**config.mk**
```make
export PLATFORM = sky130hd
export DESIGN_NAME = servo_bus_command_frame_encoder
export DESIGN_NICKNAME = d
export VERILOG_FILES = /design/src/rtl/sbcfe_pkg.sv /design/src/rtl/sbcfe_ctrl.sv /design/src/rtl/sbcfe_dp.sv /design/src/rtl/servo_bus_command_frame_encoder.sv
export SDC_FILE = /design/constraint.sdc
export NUM_CORES = 1
export LEC_CHECK = 0
export ABC_AREA = 1
export BUFFER_PORTS_ARGS = -buffer_cell sky130_fd_sc_hd__buf_4
export CAP_MARGIN = 0
export CORE_MARGIN = 5
export CORE_UTILIZATION = 35
export DETAILED_ROUTE_END_ITERATION = 10
export PLACE_DENSITY = 0.53
export SLEW_MARGIN = 25
export SYNTH_ARGS = -nofsm -noshare
export SYNTH_HDL_FRONTEND = slang
export SYNTH_HIERARCHICAL = 1
export SYNTH_SLANG_ARGS = --single-unit
```
**constraint.sdc**
```tcl
create_clock -name clk -period 16 [get_ports clk]
set_input_delay 1.6 -clock clk [delete_from_list [all_inputs] [get_ports clk]]
set_output_delay 1.6 -clock clk [all_outputs]
set_load 0.01 [all_outputs]
```
**src/rtl/sbcfe_pkg.sv**
```systemverilog
// Shared types, packet constants and helpers for the bus-servo frame encoder.
package sbcfe_pkg;

  // Number of servos addressed by a synchronous write
  localparam int SYNC_SLOTS = 6;
  localparam int SLOT_W     = (SYNC_SLOTS > 1) ? $clog2(SYNC_SLOTS) : 1;

  localparam int POS_W     = 16;
  localparam int CFG_W     = 16;
  localparam int CFG_IDX_W = 2;

  // Configuration register indexes
  localparam logic [CFG_IDX_W-1:0] CFG_MIN_PULSE = 2'd0;
  localparam logic [CFG_IDX_W-1:0] CFG_MAX_PULSE = 2'd1;
  localparam logic [CFG_IDX_W-1:0] CFG_MEDIAN    = 2'd2;

  localparam logic [CFG_W-1:0] MIN_PULSE_RST = 16'd500;
  localparam logic [CFG_W-1:0] MAX_PULSE_RST = 16'd2500;
  localparam logic [CFG_W-1:0] MEDIAN_RST    = 16'd1500;
  localparam logic [POS_W-1:0] SLOT_RST      = 16'd1500;

  // Highest id accepted by the set-id command
  localparam logic [7:0] ID_MAX = 8'd250;

  // Packet bytes
  localparam logic [7:0] PKT_HDR        = 8'hFF;
  localparam logic [7:0] BCAST_ID       = 8'hFE;
  localparam logic [7:0] LEN_MOVE       = 8'h07;
  localparam logic [7:0] LEN_SHORT      = 8'h04;
  localparam logic [7:0] INSTR_WRITE    = 8'h03;
  localparam logic [7:0] INSTR_READ     = 8'h02;
  localparam logic [7:0] INSTR_SYNC     = 8'h83;
  localparam logic [7:0] ADDR_GOAL_POS  = 8'h2A;
  localparam logic [7:0] ADDR_TORQUE    = 8'h28;
  localparam logic [7:0] ADDR_ID        = 8'h05;
  localparam logic [7:0] ADDR_PRES_POS  = 8'h38;
  localparam logic [7:0] SYNC_DATA_LEN  = 8'h04;
  localparam logic [7:0] READ_LEN       = 8'h02;
  localparam logic [7:0] LEN_SYNC       = 8'(5 * SYNC_SLOTS + 4);

  // Body sizes (bytes between header and checksum)
  localparam int MOVE_BODY     = 8;
  localparam int SHORT_BODY    = 5;
  localparam int SYNC_HDR_BODY = 5;
  localparam int SLOT_BYTES    = 5;
  localparam int SYNC_BODY     = SYNC_HDR_BODY + SLOT_BYTES * SYNC_SLOTS;
  localparam int SYNC_PKT      = SYNC_BODY + 3;
  localparam int IDX_W         = $clog2(SYNC_PKT);

  typedef enum logic [2:0] {
    MODE_MOVE   = 3'd0,
    MODE_LOAD   = 3'd1,
    MODE_SYNC   = 3'd2,
    MODE_TORQUE = 3'd3,
    MODE_SET_ID = 3'd4,
    MODE_READ   = 3'd5
  } mode_t;

  typedef enum logic {
    ST_IDLE,
    ST_EMIT
  } state_t;

  // Controller to datapath
  typedef struct packed {
    logic capture;  // input transfer this cycle
    logic step;     // produce next packet byte into the output register
  } dp_cmd_t;

  // Datapath to controller
  typedef struct packed {
    logic needs_pkt;  // offered item produces a packet
    logic out_free;   // output register can take a byte
    logic last;       // current byte is the checksum
  } dp_status_t;

  // Out-of-range positions are replaced by the median
  function automatic logic [POS_W-1:0] clamp_pos(input logic [POS_W-1:0] p,
                                                 input logic [CFG_W-1:0] lo,
                                                 input logic [CFG_W-1:0] hi,
                                                 input logic [CFG_W-1:0] med);
    logic out_of_range;
    out_of_range = (p > hi) || (p < lo);
    return out_of_range ? med : p;
  endfunction

endpackage

```
**src/rtl/sbcfe_ctrl.sv**
```systemverilog
// Controller state machine: input handshake and byte sequencing.
module sbcfe_ctrl (
  input  logic                clk,
  input  logic                rst_n,
  input  logic                in_valid,
  output logic                in_stall,
  input  sbcfe_pkg::dp_status_t sts,
  output sbcfe_pkg::dp_cmd_t    cmd
);
  import sbcfe_pkg::*;

  state_t state_r, state_nxt;
  logic   accept;

  assign accept = in_valid && !in_stall;

  // State register
  always_ff @(posedge clk) begin
    if (!rst_n) begin
      state_r <= ST_IDLE;
    end else begin
      state_r <= state_nxt;
    end
  end

  // Next state
  always_comb begin
    state_nxt = state_r;
    case (state_r)
      ST_IDLE: begin
        if (accept && sts.needs_pkt) state_nxt = ST_EMIT;
      end
      ST_EMIT: begin
        if (sts.out_free && sts.last) state_nxt = ST_IDLE;
      end
      default: state_nxt = ST_IDLE;
    endcase
  end

  // Outputs
  always_comb begin
    in_stall    = 1'b1;
    cmd.capture = 1'b0;
    cmd.step    = 1'b0;
    case (state_r)
      ST_IDLE: begin
        in_stall    = 1'b0;
        cmd.capture = in_valid;
      end
      ST_EMIT: begin
        cmd.step = sts.out_free;
      end
      default: begin
        in_stall = 1'b1;
      end
    endcase
  end

endmodule

```
**src/rtl/sbcfe_dp.sv**
```systemverilog
// Datapath: config registers, sync slots, byte mux, checksum and output register.
module sbcfe_dp (
  input  logic                         clk,
  input  logic                         rst_n,
  input  sbcfe_pkg::dp_cmd_t           cmd,
  output sbcfe_pkg::dp_status_t        sts,
  input  logic                         cfg_wr_en,
  input  logic [sbcfe_pkg::CFG_IDX_W-1:0] cfg_index,
  input  logic [sbcfe_pkg::CFG_W-1:0]  cfg_wdata,
  input  logic [2:0]                   in_mode,
  input  logic [7:0]                   in_servo_id,
  input  logic [15:0]                  in_position,
  input  logic [15:0]                  in_move_time,
  input  logic                         in_torque_on,
  input  logic [15:0]                  in_sync_pos_1,
  input  logic [15:0]                  in_sync_pos_2,
  input  logic [15:0]                  in_sync_pos_3,
  input  logic [15:0]                  in_sync_pos_4,
  input  logic [15:0]                  in_sync_pos_5,
  input  logic [15:0]                  in_sync_pos_6,
  output logic                         out_valid,
  input  logic                         out_stall,
  output logic [7:0]                   out_tx_byte,
  output logic                         out_last_byte
);
  import sbcfe_pkg::*;

  logic [CFG_W-1:0] min_pulse_r, max_pulse_r, median_r;
  logic [POS_W-1:0] slot_pos_r [SYNC_SLOTS];
  logic [POS_W-1:0] sync_in [6];

  mode_t            mode_in;
  mode_t            mode_r;
  logic [7:0]       id_r;
  logic [POS_W-1:0] pos_r;
  logic [15:0]      time_r;
  logic             torque_r;

  logic [IDX_W-1:0] idx_r;
  logic [IDX_W-1:0] body_idx;
  logic [IDX_W-1:0] last_idx;
  logic [2:0]       sub_r;
  logic [SLOT_W-1:0] slot_r;
  logic [7:0]       sum_r;
  logic [7:0]       body_byte;
  logic [7:0]       slot_byte;
  logic [7:0]       tx_nxt;
  logic             is_last;
  logic             in_body;
  logic             in_slots;
  logic             needs_pkt;
  logic [POS_W-1:0] cur_slot_pos;

  logic             out_valid_r;
  logic [7:0]       out_byte_r;
  logic             out_last_r;

  assign mode_in = mode_t'(in_mode);
  assign sync_in[0] = in_sync_pos_1;
  assign sync_in[1] = in_sync_pos_2;
  assign sync_in[2] = in_sync_pos_3;
  assign sync_in[3] = in_sync_pos_4;
  assign sync_in[4] = in_sync_pos_5;
  assign sync_in[5] = in_sync_pos_6;

  // Configuration registers
  always_ff @(posedge clk) begin
    if (!rst_n) begin
      min_pulse_r <= MIN_PULSE_RST;
      max_pulse_r <= MAX_PULSE_RST;
      median_r    <= MEDIAN_RST;
    end else if (cfg_wr_en) begin
      case (cfg_index)
        CFG_MIN_PULSE: min_pulse_r <= cfg_wdata;
        CFG_MAX_PULSE: max_pulse_r <= cfg_wdata;
        CFG_MEDIAN:    median_r    <= cfg_wdata;
        default: ;
      endcase
    end
  end

  // Sync slot positions, loaded clamped
  always_ff @(posedge clk) begin
    if (!rst_n) begin
      for (int i = 0; i < SYNC_SLOTS; i++) slot_pos_r[i] <= SLOT_RST;
    end else if (cmd.capture && mode_in == MODE_LOAD) begin
      for (int i = 0; i < SYNC_SLOTS; i++) begin
        slot_pos_r[i] <= clamp_pos(sync_in[i], min_pulse_r, max_pulse_r, median_r);
      end
    end
  end

  // Command fields latched on input transfer
  always_ff @(posedge clk) begin
    if (cmd.capture) begin
      mode_r   <= mode_in;
      id_r     <= in_servo_id;
      pos_r    <= clamp_pos(in_position, min_pulse_r, max_pulse_r, median_r);
      time_r   <= in_move_time;
      torque_r <= in_torque_on;
    end
  end

  // Whether the offered item produces a packet
  always_comb begin
    case (mode_in)
      MODE_MOVE, MODE_SYNC, MODE_TORQUE, MODE_READ: needs_pkt = 1'b1;
      MODE_SET_ID: needs_pkt = (in_servo_id != 8'd0) && (in_servo_id <= ID_MAX);
      default: needs_pkt = 1'b0;
    endcase
  end

  // Index of the checksum byte per packet type
  always_comb begin
    case (mode_r)
      MODE_MOVE: last_idx = IDX_W'(MOVE_BODY + 2);
      MODE_SYNC: last_idx = IDX_W'(SYNC_BODY + 2);
      default:   last_idx = IDX_W'(SHORT_BODY + 2);
    endcase
  end

  // Slot records only inside the body; header bytes would wrap body_idx
  assign body_idx     = idx_r - IDX_W'(2);
  assign is_last      = (idx_r == last_idx);
  assign in_body      = (idx_r >= IDX_W'(2)) && !is_last;
  assign in_slots     = in_body && (mode_r == MODE_SYNC) &&
                        (body_idx >= IDX_W'(SYNC_HDR_BODY));
  assign cur_slot_pos = slot_pos_r[slot_r];

  // Byte within one servo's record of a sync write
  always_comb begin
    case (sub_r)
      3'd0:    slot_byte = 8'(slot_r) + 8'd1;
      3'd1:    slot_byte = cur_slot_pos[15:8];
      3'd2:    slot_byte = cur_slot_pos[7:0];
      3'd3:    slot_byte = time_r[15:8];
      default: slot_byte = time_r[7:0];
    endcase
  end

  // Body byte mux
  always_comb begin
    body_byte = 8'd0;
    case (mode_r)
      MODE_MOVE: begin
        case (body_idx)
          IDX_W'(0): body_byte = id_r;
          IDX_W'(1): body_byte = LEN_MOVE;
          IDX_W'(2): body_byte = INSTR_WRITE;
          IDX_W'(3): body_byte = ADDR_GOAL_POS;
          IDX_W'(4): body_byte = pos_r[15:8];
          IDX_W'(5): body_byte = pos_r[7:0];
          IDX_W'(6): body_byte = time_r[15:8];
          default:   body_byte = time_r[7:0];
        endcase
      end
      MODE_SYNC: begin
        if (in_slots) begin
          body_byte = slot_byte;
        end else begin
          case (body_idx)
            IDX_W'(0): body_byte = BCAST_ID;
            IDX_W'(1): body_byte = LEN_SYNC;
            IDX_W'(2): body_byte = INSTR_SYNC;
            IDX_W'(3): body_byte = ADDR_GOAL_POS;
            default:   body_byte = SYNC_DATA_LEN;
          endcase
        end
      end
      MODE_TORQUE: begin
        case (body_idx)
          IDX_W'(0): body_byte = BCAST_ID;
          IDX_W'(1): body_byte = LEN_SHORT;
          IDX_W'(2): body_byte = INSTR_WRITE;
          IDX_W'(3): body_byte = ADDR_TORQUE;
          default:   body_byte = {7'd0, torque_r};
        endcase
      end
      MODE_SET_ID: begin
        case (body_idx)
          IDX_W'(0): body_byte = BCAST_ID;
          IDX_W'(1): body_byte = LEN_SHORT;
          IDX_W'(2): body_byte = INSTR_WRITE;
          IDX_W'(3): body_byte = ADDR_ID;
          default:   body_byte = id_r;
        endcase
      end
      MODE_READ: begin
        case (body_idx)
          IDX_W'(0): body_byte = id_r;
          IDX_W'(1): body_byte = LEN_SHORT;
          IDX_W'(2): body_byte = INSTR_READ;
          IDX_W'(3): body_byte = ADDR_PRES_POS;
          default:   body_byte = READ_LEN;
        endcase
      end
      default: body_byte = 8'd0;
    endcase
  end

  // Header, body or checksum
  always_comb begin
    if (idx_r < IDX_W'(2)) begin
      tx_nxt = PKT_HDR;
    end else if (is_last) begin
      tx_nxt = ~sum_r;
    end else begin
      tx_nxt = body_byte;
    end
  end

  // Byte counters and running sum
  always_ff @(posedge clk) begin
    if (cmd.capture) begin
      idx_r  <= '0;
      sub_r  <= 3'd0;
      slot_r <= '0;
      sum_r  <= 8'd0;
    end else if (cmd.step) begin
      idx_r <= idx_r + IDX_W'(1);
      if (in_body) sum_r <= sum_r + body_byte;
      if (in_slots && !is_last) begin
        if (sub_r == 3'(SLOT_BYTES - 1)) begin
          sub_r <= 3'd0;
          if (slot_r != SLOT_W'(SYNC_SLOTS - 1)) slot_r <= slot_r + SLOT_W'(1);
        end else begin
          sub_r <= sub_r + 3'd1;
        end
      end
    end
  end

  // Output register
  always_ff @(posedge clk) begin
    if (!rst_n) begin
      out_valid_r <= 1'b0;
    end else if (cmd.step) begin
      out_valid_r <= 1'b1;
    end else if (!out_stall) begin
      out_valid_r <= 1'b0;
    end
  end

  always_ff @(posedge clk) begin
    if (cmd.step) begin
      out_byte_r <= tx_nxt;
      out_last_r <= is_last;
    end
  end

  assign sts.needs_pkt = needs_pkt;
  assign sts.out_free  = !out_valid_r || !out_stall;
  assign sts.last      = is_last;

  assign out_valid     = out_valid_r;
  assign out_tx_byte   = out_byte_r;
  assign out_last_byte = out_last_r;

endmodule

```
**src/rtl/servo_bus_command_frame_encoder.sv**
```systemverilog
// Bus-servo command frame encoder: top level.
// Throughput: one byte per cycle from the byte sequencer when the output is not stalled; the
//   input stays stalled while an item's packet is emitted, until its checksum byte has been
//   stepped into the output register, and an item that emits nothing never stalls the input.
// Reset: synchronous, active low; restores the config registers and sync slots.
module servo_bus_command_frame_encoder (
  input  logic                             clk,
  input  logic                             rst_n,
  input  logic                             cfg_wr_en,
  input  logic [sbcfe_pkg::CFG_IDX_W-1:0]  cfg_index,
  input  logic [sbcfe_pkg::CFG_W-1:0]      cfg_wdata,
  input  logic                             in_valid,
  output logic                             in_stall,
  input  logic [2:0]                       in_mode,
  input  logic [7:0]                       in_servo_id,
  input  logic [15:0]                      in_position,
  input  logic [15:0]                      in_move_time,
  input  logic                             in_torque_on,
  input  logic [15:0]                      in_sync_pos_1,
  input  logic [15:0]                      in_sync_pos_2,
  input  logic [15:0]                      in_sync_pos_3,
  input  logic [15:0]                      in_sync_pos_4,
  input  logic [15:0]                      in_sync_pos_5,
  input  logic [15:0]                      in_sync_pos_6,
  output logic                             out_valid,
  input  logic                             out_stall,
  output logic [7:0]                       out_tx_byte,
  output logic                             out_last_byte
);
  import sbcfe_pkg::*;

  dp_cmd_t    cmd;
  dp_status_t sts;

  sbcfe_ctrl u_ctrl (
    .clk      (clk),
    .rst_n    (rst_n),
    .in_valid (in_valid),
    .in_stall (in_stall),
    .sts      (sts),
    .cmd      (cmd)
  );

  sbcfe_dp u_dp (
    .clk           (clk),
    .rst_n         (rst_n),
    .cmd           (cmd),
    .sts           (sts),
    .cfg_wr_en     (cfg_wr_en),
    .cfg_index     (cfg_index),
    .cfg_wdata     (cfg_wdata),
    .in_mode       (in_mode),
    .in_servo_id   (in_servo_id),
    .in_position   (in_position),
    .in_move_time  (in_move_time),
    .in_torque_on  (in_torque_on),
    .in_sync_pos_1 (in_sync_pos_1),
    .in_sync_pos_2 (in_sync_pos_2),
    .in_sync_pos_3 (in_sync_pos_3),
    .in_sync_pos_4 (in_sync_pos_4),
    .in_sync_pos_5 (in_sync_pos_5),
    .in_sync_pos_6 (in_sync_pos_6),
    .out_valid     (out_valid),
    .out_stall     (out_stall),
    .out_tx_byte   (out_tx_byte),
    .out_last_byte (out_last_byte)
  );

endmodule

```
==> qor.yml <==
outcome: "finished, final reports clean"
max_cap_viol_count: 0
synth_edf_count: 149
ir_drop_uv: 77.1
grt_pass1_vias: 14300
power.leakage_nw: 8.33
hold_class: "flop to flop"
rr_worst_depth: 22
clock-sinks: 222
clockPowerShare: 0.367
cts_buffer_depth: 3
grt_max_degree: 97
drt-vias-per-instance: 5.37
setup_viol: 0
arrival_ns: 4.70
post_cts_buffers: 0
required_ns: 16.43
hold_path.startpoint: "u_dp/sum_r[4]$_SDFFE_PP0P_"
cp_max_fo: 30
min_path_cells: 2
reg2reg_slack_ns: 11.74
powerDensity_nw_per_um2: 84.2
rows: 78
grtUsageTotal: 0.238
antenna_found_initial: 0
drive_gt1_frac: 0.133
root_buffer: "clkbuf_16"
p_seq_frac: 0.420
path_clk_slew_ns: 0.06
area_growth_pct: 16.4
comb_power_share: 0.214
p_sw_uw: 495
io_buffer_count: 173
multi_input_area_sq_um: 9150
rsz0062_at_grt: "false"
yosysUniqueCellTypes: 50
dieWidth_microns: 225
worst_pin_slew_ns: 0.954
yosys.area.top_type: "edfxtp_1"
synth_area_leaders: "edfxtp_1 (28%), ha_1 (18%), dfxtp_1 (9.0%), nand2_1 (9.0%), a21oi_1 (7.7%)"
critPathKind: "flop to flop"
skew_ns: 0.0348
slew_headroom: 0.362
antenna_cells: 0
synth_nets: 2411
synth_ff_type: "edfxtp_1"
maxSlewViolCount: 0
fmax_ghz: 0.235
core_area_sq_um: 45600
start_kind: "flop"
synth_top_area_frac: 0.277
p_sw_frac: 0.312
whs_endpoint: "u_dp/sum_r[4]$_SDFFE_PP0P_"
holdBufCountCts: 0
fin_crit_sh: 0.266
drtIter0Drc: 1397
fillers: 4640
vias: 14900
instances_no_fill: 2771
synth_seq_area_share: 0.367
internal-power_mw: 1.09
netlist_instances: 2009
die_h_microns: 225
cts_inserted_buffers: 26
drc: 0
hold_viol_final: 0
syn_area_per_cell_sq_um: 8.05
die_area_sq_um: 50600
ctsResizeCount: 0
dp.cells: 2723
synth_warnings: 6
crit_path_end_kind: "flop"
post_synth_instance_area_sq_um: 16200
finalNetCount: 2553
drt_first_pass_iters: 6
async_flop_share: 0
grt_overflow: 0
htree_levels: 1
min_period_ns: 4.26
grt_pass1_wl_microns: 91000
wl_microns: 62000
start_util: 0.355
post_drt_wl_per_cell_microns: 22.4
pin_count: 174
postRouteAntennaNets: 0
rr_endpoint: "u_dp/sum_r[7]$_SDFFE_PP0P_"
regArea_sq_um: 5940
gp_congestion: 0.949
setup_tns_ns: 0
synth_seq_cells: 222
cts_tree: "built"
hpwlAfterDp_microns: 48000
clk_latency_ns: 0.57
[layout by cell type, fill, tap and decap left out, types with 10 or more instances in the layout]
cell type    n
o211ai_1    30
o21ai_1     11
nand2_1    386
inv_2       12
inv_1      192
edfxtp_1   149
dfxtp_1     73
nand3_2     13
nand4_1     21
ha_1       238
o21ai_0    194
a21oi_1    248
nor2_1     136
nand3_1    115
clkbuf_16   26
clkinv_2    10
nor3_1      25
buf_4      183
[sequential cells by signal (all words and copies together) (netlist names), 6 cells and up, named ones only]
| signal | cells |
|---|---|
| u_dp/sum_r | 8 |
| u_dp/slot_pos_r | 96 |
| u_dp/max_pulse_r | 16 |
| u_dp/out_tx_byte | 8 |
| u_dp/pos_r | 16 |
| u_dp/min_pulse_r | 16 |
| u_dp/time_r | 16 |
| u_dp/median_r | 16 |
| u_dp/id_r | 8 |
| u_dp/idx_r | 6 |
[worst max path at each step]
stage / endpoint / start / slack [ns]
6_report: u_dp/sum_r[7]$_SDFFE_PP0P_ / flop / 11.74
3_3_place_gp: u_dp/slot_pos_r[1][7]$_SDFFCE_PN1P_ / in_sync_pos_2[15] / 11.39
2_1_floorplan: u_dp/slot_pos_r[0][0]$_SDFFCE_PN0P_ / in_valid / 9.51
4_1_cts: u_dp/sum_r[7]$_SDFFE_PP0P_ / flop / 11.71
5_1_grt: u_dp/sum_r[7]$_SDFFE_PP0P_ / flop / 11.27
3_5_place_dp: u_dp/slot_pos_r[1][7]$_SDFFCE_PN1P_ / in_sync_pos_2[15] / 11.49
[per-stage QoR]
stage	power (mW)	hold slack, ns	instance area (sq um)	worst slack (ns)	utilization
after global placement	1.00	0.459	18000	11.39	0.395
after floorplan	0.868	0.450	16200	9.51	-
final	1.58	0.484	18800	11.74	0.413
after CTS	1.60	0.483	18800	11.71	0.413
after global routing	1.67	0.508	18800	11.27	0.413
after detailed placement	1.01	0.475	18000	11.49	0.395
[per-layer routing]
metal	track usage	routed length, microns
met4	0.0929	2770
met5	0	0
met2	0.377	27700
met3	0.0449	4220
met1	0.322	27300
[power groups by stage]
| stage | clock [mW] | combinational [mW] | sequential (mW) |
|---|---|---|---|
| final | 0.581 | 0.338 | 0.665 |
| after global routing | 0.620 | 0.378 | 0.667 |
| after detailed placement | 0 | 0.332 | 0.677 |
| after global placement | 0 | 0.326 | 0.677 |
| after floorplan | 0 | 0.200 | 0.669 |
| after CTS | 0.597 | 0.333 | 0.665 |
[worst max-delay path, cell delays in order, from the launching register on]
cell and delay [ns]:
dfxtp_1 0.94, inv_1 0.64, o21ai_0 0.22, o22ai_1 0.10
nand2_1 0.06, o21ai_0 0.17, nand2_1 0.10, nand2_1 0.05
nor2_1 0.13, nand2_1 0.08, nand2_1 0.11, nand2_1 0.07
nor2_1 0.08, o21ai_1 0.10, ha_1 0.32, a21oi_1 0.16
o21ai_0 0.10, a31oi_1 0.26, nand4_1 0.18, nand3_1 0.12
nand2_1 0.06, inv_1 0.05, nor2_1 0.03
[cells by family after synthesis]
family,share of synthesized area
AOI/OAI and AO/OA,0.178
xor gates and xnor gates,0.00271
adders and majority gates,0.185
buffers and inverters,0.0678
DFF,0.367
muxes,0.000619
and+or+nand+nor,0.198
[cell type report]
type                       count  share of cell area
inverter                     206              0.0412
sequential                   222               0.315
clock buffer                  31              0.0372
tap                          600              0.0399
clock inverter                17             0.00705
multi-input combinational   1512               0.486
timing repair buffer         183              0.0730
[Yosys cell counts, types with 11 or more instances]
master / count
nand2_1: 387
a21oi_1: 248
ha_1: 238
o21ai_0: 194
inv_1: 192
edfxtp_1: 149
nor2_1: 138
nand3_1: 115
dfxtp_1: 73
clkbuf_1: 43
o211ai_1: 30
nor3_1: 25
nand4_1: 21
buf_2: 18
nand3_2: 13
inv_2: 12
o21ai_1: 11
Note: power is estimated with default switching activity, not from simulation.
